**config.mk**
```make
export PLATFORM = sky130hd
export DESIGN_NAME = decimal_header_message_deframer
export DESIGN_NICKNAME = d
export VERILOG_FILES = /design/src/rtl/dhmd_pkg.sv /design/src/rtl/dhmd_digit_acc.sv /design/src/rtl/decimal_header_message_deframer.sv
export SDC_FILE = /design/constraint.sdc
export NUM_CORES = 1
export LEC_CHECK = 0
export BUFFER_PORTS_ARGS = -buffer_cell sky130_fd_sc_hd__buf_4
export CORE_MARGIN = 10
export CORE_UTILIZATION = 62
export DETAILED_ROUTE_END_ITERATION = 12
export GPL_TIMING_DRIVEN = 0
export PLACE_DENSITY = 0.81
export SYNTH_ARGS = -nofsm -noshare
export SYNTH_HDL_FRONTEND = slang
export SYNTH_HIERARCHICAL = 1
export SYNTH_SLANG_ARGS = --single-unit
export TNS_END_PERCENT = 20
```
**constraint.sdc**
```tcl
create_clock -name clk -period 5 [get_ports clk]
set_clock_uncertainty 0.05 [all_clocks]
set_input_delay 1 -clock clk [delete_from_list [all_inputs] [get_ports clk]]
set_output_delay 1 -clock clk [all_outputs]
set_load 0.01 [all_outputs]
```
**src/rtl/dhmd_pkg.sv**
```systemverilog
// Package for the decimal header message deframer.
// Holds field widths, ASCII digit bounds and the result kind codes.
// No dependencies.
package dhmd_pkg;

    localparam int TYPE_W  = 20;
    localparam int LEN_W   = 32;
    localparam int BYTE_W  = 8;
    localparam int OUT_DATA_W = 64;

    localparam logic [BYTE_W-1:0] ASCII_ZERO = 8'h30;
    localparam logic [BYTE_W-1:0] ASCII_NINE = 8'h39;

    typedef enum logic
    {
        KIND_HEADER  = 1'b0,
        KIND_PAYLOAD = 1'b1
    } kind_t;

endpackage

```
**src/rtl/dhmd_digit_acc.sv**
```systemverilog
// Decimal digit accumulator: acc * 10 + digit, saturating at all ones.
// Flags a non-digit byte or a saturated result.
// Depends on dhmd_pkg.
module dhmd_digit_acc #(
    parameter int W = 32
) (
    input  logic [W-1:0]              acc,
    input  logic [dhmd_pkg::BYTE_W-1:0] byte_in,
    output logic [W-1:0]              acc_out,
    output logic                      err
);

    logic              is_digit;
    logic [3:0]        digit;
    logic [W+3:0]      prod;
    logic [W+3:0]      sum;
    logic              sat;

    always_comb
    begin
        is_digit = (byte_in >= dhmd_pkg::ASCII_ZERO) && (byte_in <= dhmd_pkg::ASCII_NINE);
        digit    = 4'(byte_in - dhmd_pkg::ASCII_ZERO);
        // acc * 10 as (acc << 3) + (acc << 1)
        prod     = {1'b0, acc, 3'b000} + {3'b000, acc, 1'b0};
        sum      = prod + (W+4)'(digit);
        sat      = (sum[W+3:W] != 4'd0);
        if (!is_digit)
        begin
            acc_out = acc;
            err     = 1'b1;
        end
        else if (sat)
        begin
            acc_out = {W{1'b1}};
            err     = 1'b1;
        end
        else
        begin
            acc_out = sum[W-1:0];
            err     = 1'b0;
        end
    end

endmodule

```
**src/rtl/decimal_header_message_deframer.sv**
```systemverilog
// Top level of the decimal header message deframer.
// Instantiates dhmd_digit_acc for the type and length fields; uses dhmd_pkg.
//
// Splits a byte stream into messages. Each message opens with a header of
// TYPE_DIGITS ASCII digits (type), one ignored separator byte, LENGTH_DIGITS
// ASCII digits (payload length) and one more ignored separator. The byte that
// completes the header yields one header beat with type, length and an error
// flag (non-digit in a digit slot, or a saturated value); each payload byte
// then yields one payload beat. The final beat of a message carries tlast,
// which is the header beat itself for a zero-length message. All other header
// bytes yield no beat. The block takes one byte per cycle unless a held beat
// is stalled by m_tready, and presents its beat in the cycle after the byte is
// taken. The output register frees the input side: a new byte is taken
// whenever the held beat is taken at the same edge or no beat is held.
module decimal_header_message_deframer #(
    parameter int TYPE_DIGITS   = 6,
    parameter int LENGTH_DIGITS = 16
) (
    input  logic        clk,
    input  logic        rst_n,
    input  logic        s_tvalid,
    output logic        s_tready,
    input  logic [7:0]  s_tdata,   // [7:0] rx_byte
    output logic        m_tvalid,
    input  logic        m_tready,
    output logic [63:0] m_tdata,   // [19:0] type_code, [51:20] msg_length,
                                   // [59:52] data_byte, [60] header_error, rest 0
    output logic        m_tuser,   // [0] result_kind
    output logic        m_tlast    // last
);

    localparam int HDR_LEN = TYPE_DIGITS + LENGTH_DIGITS + 2;
    localparam int POS_W   = $clog2(HDR_LEN);
    localparam logic [POS_W-1:0] SEP_POS = POS_W'(TYPE_DIGITS);
    localparam logic [POS_W-1:0] END_POS = POS_W'(HDR_LEN - 1);
    localparam int TW = dhmd_pkg::TYPE_W;
    localparam int LW = dhmd_pkg::LEN_W;

    // Header and payload state
    logic [POS_W-1:0] pos_reg, pos_next;
    logic [TW-1:0]    type_acc_reg, type_acc_next;
    logic [LW-1:0]    len_acc_reg, len_acc_next;
    logic [LW-1:0]    remain_reg, remain_next;
    logic             in_payload_reg, in_payload_next;
    logic             err_reg, err_next;

    // Output beat register
    logic                 out_valid_reg, out_valid_next;
    dhmd_pkg::kind_t      out_kind_reg, out_kind_next;
    logic [TW-1:0]        out_type_reg, out_type_next;
    logic [LW-1:0]        out_len_reg, out_len_next;
    logic [7:0]           out_data_reg, out_data_next;
    logic                 out_last_reg, out_last_next;
    logic                 out_err_reg, out_err_next;

    logic          accept;
    logic          produce;
    logic [TW-1:0] type_acc_upd;
    logic [LW-1:0] len_acc_upd;
    logic          type_err;
    logic          len_err;
    logic          is_type_pos;
    logic          is_len_pos;
    logic          is_end_pos;
    logic          fin;

    dhmd_digit_acc #(.W(TW)) u_type_acc (
        .acc     (type_acc_reg),
        .byte_in (s_tdata),
        .acc_out (type_acc_upd),
        .err     (type_err)
    );

    dhmd_digit_acc #(.W(LW)) u_len_acc (
        .acc     (len_acc_reg),
        .byte_in (s_tdata),
        .acc_out (len_acc_upd),
        .err     (len_err)
    );

    assign s_tready = !out_valid_reg || m_tready;
    assign accept   = s_tvalid && s_tready;

    always_comb
    begin
        is_type_pos = (pos_reg < SEP_POS);
        is_len_pos  = (pos_reg > SEP_POS) && (pos_reg < END_POS);
        is_end_pos  = (pos_reg >= END_POS);
        fin         = (remain_reg <= LW'(1));

        pos_next        = pos_reg;
        type_acc_next   = type_acc_reg;
        len_acc_next    = len_acc_reg;
        remain_next     = remain_reg;
        in_payload_next = in_payload_reg;
        err_next        = err_reg;
        produce         = 1'b0;

        out_kind_next = dhmd_pkg::KIND_PAYLOAD;
        out_type_next = '0;
        out_len_next  = '0;
        out_data_next = '0;
        out_last_next = 1'b0;
        out_err_next  = 1'b0;

        if (accept)
        begin
            if (in_payload_reg)
            begin
                // Pass the payload byte through, count down the remainder
                produce       = 1'b1;
                out_kind_next = dhmd_pkg::KIND_PAYLOAD;
                out_data_next = s_tdata;
                out_last_next = fin;
                if (fin)
                begin
                    remain_next     = '0;
                    in_payload_next = 1'b0;
                end
                else
                begin
                    remain_next = remain_reg - LW'(1);
                end
            end
            else if (is_end_pos)
            begin
                // Closing separator: emit the header and restart
                produce         = 1'b1;
                out_kind_next   = dhmd_pkg::KIND_HEADER;
                out_type_next   = type_acc_reg;
                out_len_next    = len_acc_reg;
                out_last_next   = (len_acc_reg == '0);
                out_err_next    = err_reg;
                remain_next     = len_acc_reg;
                in_payload_next = (len_acc_reg != '0);
                pos_next        = '0;
                type_acc_next   = '0;
                len_acc_next    = '0;
                err_next        = 1'b0;
            end
            else
            begin
                if (is_type_pos)
                begin
                    type_acc_next = type_acc_upd;
                    err_next      = err_reg || type_err;
                end
                else if (is_len_pos)
                begin
                    len_acc_next = len_acc_upd;
                    err_next     = err_reg || len_err;
                end
                pos_next = pos_reg + POS_W'(1);
            end
        end

        if (produce)
            out_valid_next = 1'b1;
        else if (m_tready)
            out_valid_next = 1'b0;
        else
            out_valid_next = out_valid_reg;
    end

    always_ff @(posedge clk or negedge rst_n)
    begin
        if (!rst_n)
        begin
            pos_reg        <= '0;
            type_acc_reg   <= '0;
            len_acc_reg    <= '0;
            remain_reg     <= '0;
            in_payload_reg <= 1'b0;
            err_reg        <= 1'b0;
            out_valid_reg  <= 1'b0;
        end
        else
        begin
            pos_reg        <= pos_next;
            type_acc_reg   <= type_acc_next;
            len_acc_reg    <= len_acc_next;
            remain_reg     <= remain_next;
            in_payload_reg <= in_payload_next;
            err_reg        <= err_next;
            out_valid_reg  <= out_valid_next;
        end
    end

    // Load the beat payload only when a new beat is produced
    always_ff @(posedge clk)
    begin
        if (produce)
        begin
            out_kind_reg <= out_kind_next;
            out_type_reg <= out_type_next;
            out_len_reg  <= out_len_next;
            out_data_reg <= out_data_next;
            out_last_reg <= out_last_next;
            out_err_reg  <= out_err_next;
        end
    end

    assign m_tvalid = out_valid_reg;
    assign m_tuser  = out_kind_reg;
    assign m_tlast  = out_last_reg;
    assign m_tdata  = {3'b000, out_err_reg, out_data_reg, out_len_reg, out_type_reg};

    // A zero-length header beat closes its message
    a_zero_len_last: assert property (@(posedge clk) disable iff (!rst_n)
        (m_tvalid && (m_tuser == dhmd_pkg::KIND_HEADER) && (out_len_reg == '0))
        |-> m_tlast)
        else $error("zero-length header beat without tlast");

    // Payload beats never carry the header error flag
    a_payload_no_err: assert property (@(posedge clk) disable iff (!rst_n)
        (m_tvalid && (m_tuser == dhmd_pkg::KIND_PAYLOAD)) |-> !out_err_reg)
        else $error("header error set on payload beat");

    // While payload is expected, at least one byte remains
    a_remain_nonzero: assert property (@(posedge clk) disable iff (!rst_n)
        in_payload_reg |-> (remain_reg != '0))
        else $error("payload mode with zero bytes remaining");

    // Header position stays within the header
    a_pos_range: assert property (@(posedge clk) disable iff (!rst_n)
        pos_reg <= END_POS)
        else $error("header position out of range");

    // Header position is idle during payload
    a_pos_idle_payload: assert property (@(posedge clk) disable iff (!rst_n)
        in_payload_reg |-> (pos_reg == '0))
        else $error("header position moved during payload");

endmodule
```
=== Word-level counts from Yosys, hierarchy flattened ===
Index checks and enable logic that the tools add are counted.

* Reduce and logical (&&, ||, !) cells: 25
* Bitwise operators: 3
* Order comparisons: 7
* Muxes and demuxes: 31
* Add/subtract/negate cells: 7
* Equality and inequality tests: 1

{| class="wikitable"
|+ Operator list
! cell !! number
|-
| two-way mux 32 bit || 8
|-
| two-way mux 20 bit || 4
|-
| adder 35 x 33 -> 36 bit || 1
|-
| adder 36 x 4 -> 36 bit || 1
|-
| <= comparator 32 x 1 -> 1 bit (second input constant) || 1
|-
| zero test 32 bit || 1
|-
| nonzero test 32 bit || 1
|-
| subtractor 32 x 1 -> 32 bit (second input constant) || 1
|-
| adder 23 x 21 -> 24 bit || 1
|-
| adder 24 x 4 -> 24 bit || 1
|-
| two-way mux 1 bit || 18
|-
| nonzero test 2 bit || 5
|-
| greater-or-equal comparator 8 x 6 -> 1 bit (second input constant) || 1
|-
| <= comparator 8 x 6 -> 1 bit (second input constant) || 1
|-
| nonzero test 4 bit || 2
|-
| AND reduction 2 bit || 3
|-
| adder 5 x 1 -> 5 bit (second input constant) || 1
|-
| greater-or-equal comparator 5 bit (second input constant) || 1
|-
| greater-than comparator 5 x 3 -> 1 bit (second input constant) || 1
|-
| less-than comparator 5 x 3 -> 1 bit (second input constant) || 1
|-
| less-than comparator 5 bit (second input constant) || 1
|-
| two-way mux 5 bit || 1
|-
| AND reduction 5 bit || 1
|-
| AND reduction 4 bit || 1
|-
| 10 further kinds || 16
|}

* Register bits after elaboration: 155
* Bits of input ports: 12

=== Depth between registers and ports, before layout ===
* Depth after elaboration: 9
* Mapped depth: 15
* Depth with buffers taken out: 14

=== Cells and area by module ===
The synthesis kept the hierarchy.

{| class="wikitable"
|+ By module, submodules not included
! module !! area each (µm²) !! sequential area each (µm²) !! cells each !! instances
|-
| decimal_header_message_deframer || 7008.0 || 4194.0 || 633 || 1
|-
| dhmd_digit_acc at u_len_acc || 2575.0 || 0.0 || 349 || 1
|-
| dhmd_digit_acc at u_type_acc || 1647.8 || 0.0 || 225 || 1
|}

=== Least setup slack after synthesis ===
Ideal clock, no wire load.

* Path kind: in2reg
* Start point: in s_tdata[3]
* End point: reg err_reg
* Stages: 14
* Data arrival time: 4.136 ns
* Path buffers: 1
* Library setup time: 0.128 ns
* Setup slack: 0.686 ns
* Cells stage by stage: fa_1 -> inv_1 -> fa_1 -> nand2b_1 -> a211oi_1 -> o21ai_1 -> o221ai_1 -> a21o_1 -> a41oi_1 -> a2111o_1 -> buf_2 -> mux2_2 -> a21oi_1 -> nor2_1

* Cells in the longest elaborated chain, start to end: 9
* Elaborated cells between the ends (all ways): 17
* Those cells by class: 3 x add/sub; 2 x order compare; 7 x mux; 5 x reduce/logical

{| class="wikitable"
|+ Ends and longest elaborated chain
! element !! line !! text
|-
| from (decl) || decimal_header_message_deframer.sv:23 || <nowiki>input logic [7:0] s_tdata,</nowiki>
|-
| subtractor 4 x 1 -> 4 bit || dhmd_digit_acc.sv:22 || <nowiki>digit = 4'(byte_in - dhmd_pkg::ASCII_ZERO);</nowiki>
|-
| adder 36 x 4 -> 36 bit || dhmd_digit_acc.sv:25 || <nowiki>sum = prod + (W+4)'(digit);</nowiki>
|-
| nonzero test 4 bit || dhmd_digit_acc.sv:26 || <nowiki>sat = (sum[W+3:W] != 4'd0);</nowiki>
|-
| two-way mux 1 bit || dhmd_digit_acc.sv:32 || <nowiki>else if (sat)</nowiki>
|-
| two-way mux 1 bit * || dhmd_digit_acc.sv:27 || <nowiki>if (!is_digit)</nowiki>
|-
| net len_err || decimal_header_message_deframer.sv:61 || <nowiki>logic len_err;</nowiki>
|-
| logical OR 1 bit * || decimal_header_message_deframer.sv:151 || <nowiki>err_next = err_reg || len_err;</nowiki>
|-
| two-way mux 1 bit * || decimal_header_message_deframer.sv:148 || <nowiki>else if (is_len_pos)</nowiki>
|-
| two-way mux 1 bit * || decimal_header_message_deframer.sv:143 || <nowiki>if (is_type_pos)</nowiki>
|-
| two-way mux 1 bit * || decimal_header_message_deframer.sv:125 || <nowiki>else if (is_end_pos)</nowiki>
|-
| to (signal assigned) || decimal_header_message_deframer.sv:184 || <nowiki>err_reg <= err_next;</nowiki>
|-
| to (decl) || decimal_header_message_deframer.sv:45 || <nowiki>logic err_reg, err_next;</nowiki>
|}

The timed path passes the listed nets; every way through them passes the cells marked *. The select of a mux whose other input is x is not followed.
A chain may end at the register's enable or synchronous reset.

=== Worst setup path in the final report ===
Same ends and word-level chain as after synthesis.

==> summary.md <==
| Metric | Value |
|---|---|
| Slowest library cell on the worst path | sky130_fd_sc_hd__a2111o_1 |
| Final worst setup slack | 0.322 ns |
| Gr usage total | 0.267 |
| Clock H-tree levels | 4 |
| Worst hold-check path type | reg2reg |
| Data arrival time at the worst-slack endpoint | 4.91 ns |
| Synthesized flop and latch total | 155 |
| Initial Util | 0.627 |
| Clock buffer count from CTS | 17 |
| First-iteration detailed-routing DRC count | 991 |
| Number of nets with antenna violations after detailed routing | 0 |
| Post-route DRC | 0 |
| Number of vias per cell after detailed routing | 6.55 |
| Cell leakage power | 0.00576 uW |
| Most common cell after layout, fill and taps aside | sky130_fd_sc_hd__nand2_1 |
| Instance count of the mapped netlist | 1207 |
| Row count | 49 |
| Total congestion overflow after global routing | 0 |
| Setup total negative slack | 0 ns |
| Largest delay contributor family on the critical path | compound AO/OA/AOI/OAI gates |
| Run status | complete, no violations |
| Clock Tree Root | sky130_fd_sc_hd__clkbuf_16 |
| TritonCTS sink count | 155 |
| Total detailed-routing wirelength | 32.0 mm |
| Setup-violating endpoint count in the final report | 0 |
| Die extent in x | 155 um |
| Insertion delay of the later-clocked pin in the worst-skew pair | 0.42 ns |
| Register-to-register path setup slack | 0.42 ns |
| Achievable Freq | 214 MHz |
| Total power divided by cell area | 231 nW/um2 |
| Max-slew violation count | 0 |
| Count of unique library cells instantiated by Yosys | 85 |
| Number of enable-type register cells in the synthesized netlist | 63 |
| Number of gates resized after cts | 0 |
| CP startpoint | s_tdata[3] |
| Final hold violation count | 0 |
| Critical path type | in2reg |
| Crit path capture type | flop |
| Total I/O pin count | 80 |
| Slew at the pin closest to its max-slew limit | 1.19 ns |
| Vias in the first global route | 9795 |
| Max clock buf depth | 2 |
| Port Buf Inserts | 76 |
| Max transition margin | 0.209 |
| Cells along the critical path | buf_4, fa_1, inv_1, fa_1, nand2b_1, a211oi_1, o21ai_1, o221ai_1, a21o_1, a41oi_1, a2111o_1, buf_2, mux2_2, a21oi_1, nor2_1 |
| Endpoint required time on the critical path | 5.24 ns |
| Die boundary height | 155 um |
| Synthesis Warnings | 6 |
| Startpoint of the worst-slack reg-to-reg timing path | len_acc_reg[0]$_DFFE_PN0P_ |
| Floorplan die area | 23900 um2 |
| Capture instance of the worst register-to-register path | err_reg$_DFFE_PN0P_ |
| Pin count of the biggest net entering global routing | 93 |
| Average detailed-routed wire length per instance | 20.7 um |
| Total of hold buffers inserted after clock tree synthesis | 0 |
| Proportion of layout cells with a drive suffix above 1 | 0.123 |
| Highest net fanout along the worst path | 10 |
| Count of nets after finishing | 1427 |
| Commonest cells after routing, fill and taps aside | sky130_fd_sc_hd__nand2_1 (125), sky130_fd_sc_hd__ha_1 (106), sky130_fd_sc_hd__dfrtp_1 (92) |
| Endpoint of the most critical setup path | err_reg$_DFFE_PN0P_ |
| Sum of buffers and inverters on the critical path | 3 |
| Clock transition at path regs | 0.07 ns |
| Count of inserted antenna diode cells | 0 |
| Final worst path period need | 4.68 ns |
| Number of antenna violations at the first check in global routing | 0 |
| Number of inserted filler cells in the final layout | 1417 |
| Number of max-cap violations | 0 |
| Post-synthesis average cell area | 9.30 um2 |
| Stages on worst setup path | 15 |
| Synth-to-Final Area Change | 13.1% |
| Worst stage delay on the critical path | 0.54 ns |
| FF+latch area | 4190 um2 |
| Sequential fraction of the synthesis area | 0.373 |
| Setup repair after global routing missed its margin | false |
| Top_reg_cell synth | sky130_fd_sc_hd__dfrtp_1 |
| First-pass GRT wire length | 52.2 mm |
| Length in cells of the worst reg-to-reg path | 14 |
| HPWL after DPL | 24.1 mm |
| Element type at the critical path start | input port |
| Buffer count from post-CTS setup fixing | 0 |
| Routability congestion estimate | 0.952 |
| Placeable core region | 17900 um2 |
| Area taken by multi-input logic gates | 6560 um2 |
| Cell repeated most along the worst path | sky130_fd_sc_hd__fa_1 |
| Detailed Routing Iterations Pass 1 | 5 |
| TritonCTS clock tree | yes |
| Total vias in the final route | 10100 |
| FFs w/ async S/R, synth | 0.594 |
| Worst setup slack after placement | -0.0533 ns |
| Syn Std Cell Area | 11200 um2 |
| Final worst path period share | 0.936 |
| Highest ir drop seen on vdd | 0.000271 V |
-- cells by family after synthesis --
| kind of cell | count (synthesis) | synth area share |
|---|---|---|
| xor+xnor | 40 | 0.0312 |
| simple gates | 425 | 0.197 |
| mux | 5 | 0.00512 |
| buf+inv | 111 | 0.0434 |
| flops | 155 | 0.373 |
| fa+ha+maj | 110 | 0.125 |
| compound gates | 360 | 0.224 |
| other cells | 1 | 0.000334 |
-- report_power, final --
part,leakage (uW),total [uW],switching (uW),internal (uW)
clock network,0.000271,1270,559,711
logic,0.00370,269,161,108
registers,0.00179,1400,25.6,1370
total,0.00576,2940,746,2190
-- cell type report --
class                           instances  area share
Tap cell                              229      0.0226
Timing Repair Buffer                   77      0.0471
Clock inverter                         13      0.0105
Buffer                                 68      0.0260
Sequential cell                       155       0.330
Inverter                               43      0.0127
Multi-Input combinational cell        943       0.516
Clock buffer                           19      0.0349
-- metrics by stage --
| stage | util | instance area (um2) | hold slack (ns) | power [uW] | cells |
|---|---|---|---|---|---|
| 6_report | 0.710 | 12700 | 0.473 | 2940 | 1547 |
| 5_1_grt | 0.710 | 12700 | 0.509 | 3030 | 1547 |
| 4_1_cts | 0.710 | 12700 | 0.460 | 2950 | 1547 |
| 3_5_place_dp | 0.677 | 12100 | 0.449 | 1690 | 1515 |
| 3_3_place_gp | 0.676 | 12100 | 0.448 | 1680 | 1514 |
| 2_1_floorplan | - | 11200 | 0.404 | 1570 | 1209 |
-- how the worst min path moves through the flow --
stage | startpoint | end | slack, ns | depth (start not counted)
after global routing | pos_reg[4]$_DFFE_PN0P_ | pos_reg[3]$_DFFE_PN0P_ | 0.51 | 1
after global placement | err_reg$_DFFE_PN0P_ | err_reg$_DFFE_PN0P_ | 0.45 | 2
after CTS | pos_reg[4]$_DFFE_PN0P_ | pos_reg[3]$_DFFE_PN0P_ | 0.46 | 1
after floorplan | err_reg$_DFFE_PN0P_ | err_reg$_DFFE_PN0P_ | 0.40 | 2
after detailed placement | pos_reg[4]$_DFFE_PN0P_ | pos_reg[3]$_DFFE_PN0P_ | 0.45 | 1
final | pos_reg[4]$_DFFE_PN0P_ | pos_reg[3]$_DFFE_PN0P_ | 0.47 | 1
-- metal layers --
| metal | vias to the layer above | share of wire | track usage |
|---|---|---|---|
| li1 | 4732 | - | - |
| met2 | 469 | 0.44 | 0.407 |
| met4 | 0 | 0.020 | 0.0675 |
| met1 | 4874 | 0.45 | 0.381 |
| met3 | 55 | 0.086 | 0.0505 |
| met5 | - | 0 | 0 |
-- cells in the mapped netlist, types with 23 or more instances --
cell / n / area (um2)
sky130_fd_sc_hd__a21o_1: 25 / 188
sky130_fd_sc_hd__a21oi_1: 57 / 285
sky130_fd_sc_hd__a22o_1: 23 / 201
sky130_fd_sc_hd__a31oi_1: 33 / 206
sky130_fd_sc_hd__and2_1: 50 / 313
sky130_fd_sc_hd__clkbuf_1: 47 / 176
sky130_fd_sc_hd__dfrtp_1: 92 / 2300
sky130_fd_sc_hd__edfxtp_1: 63 / 1890
sky130_fd_sc_hd__ha_1: 106 / 1330
sky130_fd_sc_hd__inv_1: 42 / 158
sky130_fd_sc_hd__nand2_1: 125 / 469
sky130_fd_sc_hd__nand3_1: 38 / 190
sky130_fd_sc_hd__nor2_1: 85 / 319
sky130_fd_sc_hd__o21ai_0: 78 / 390
sky130_fd_sc_hd__o22a_1: 31 / 272
sky130_fd_sc_hd__xnor2_1: 24 / 210
(Power assumes the default switching activity.)
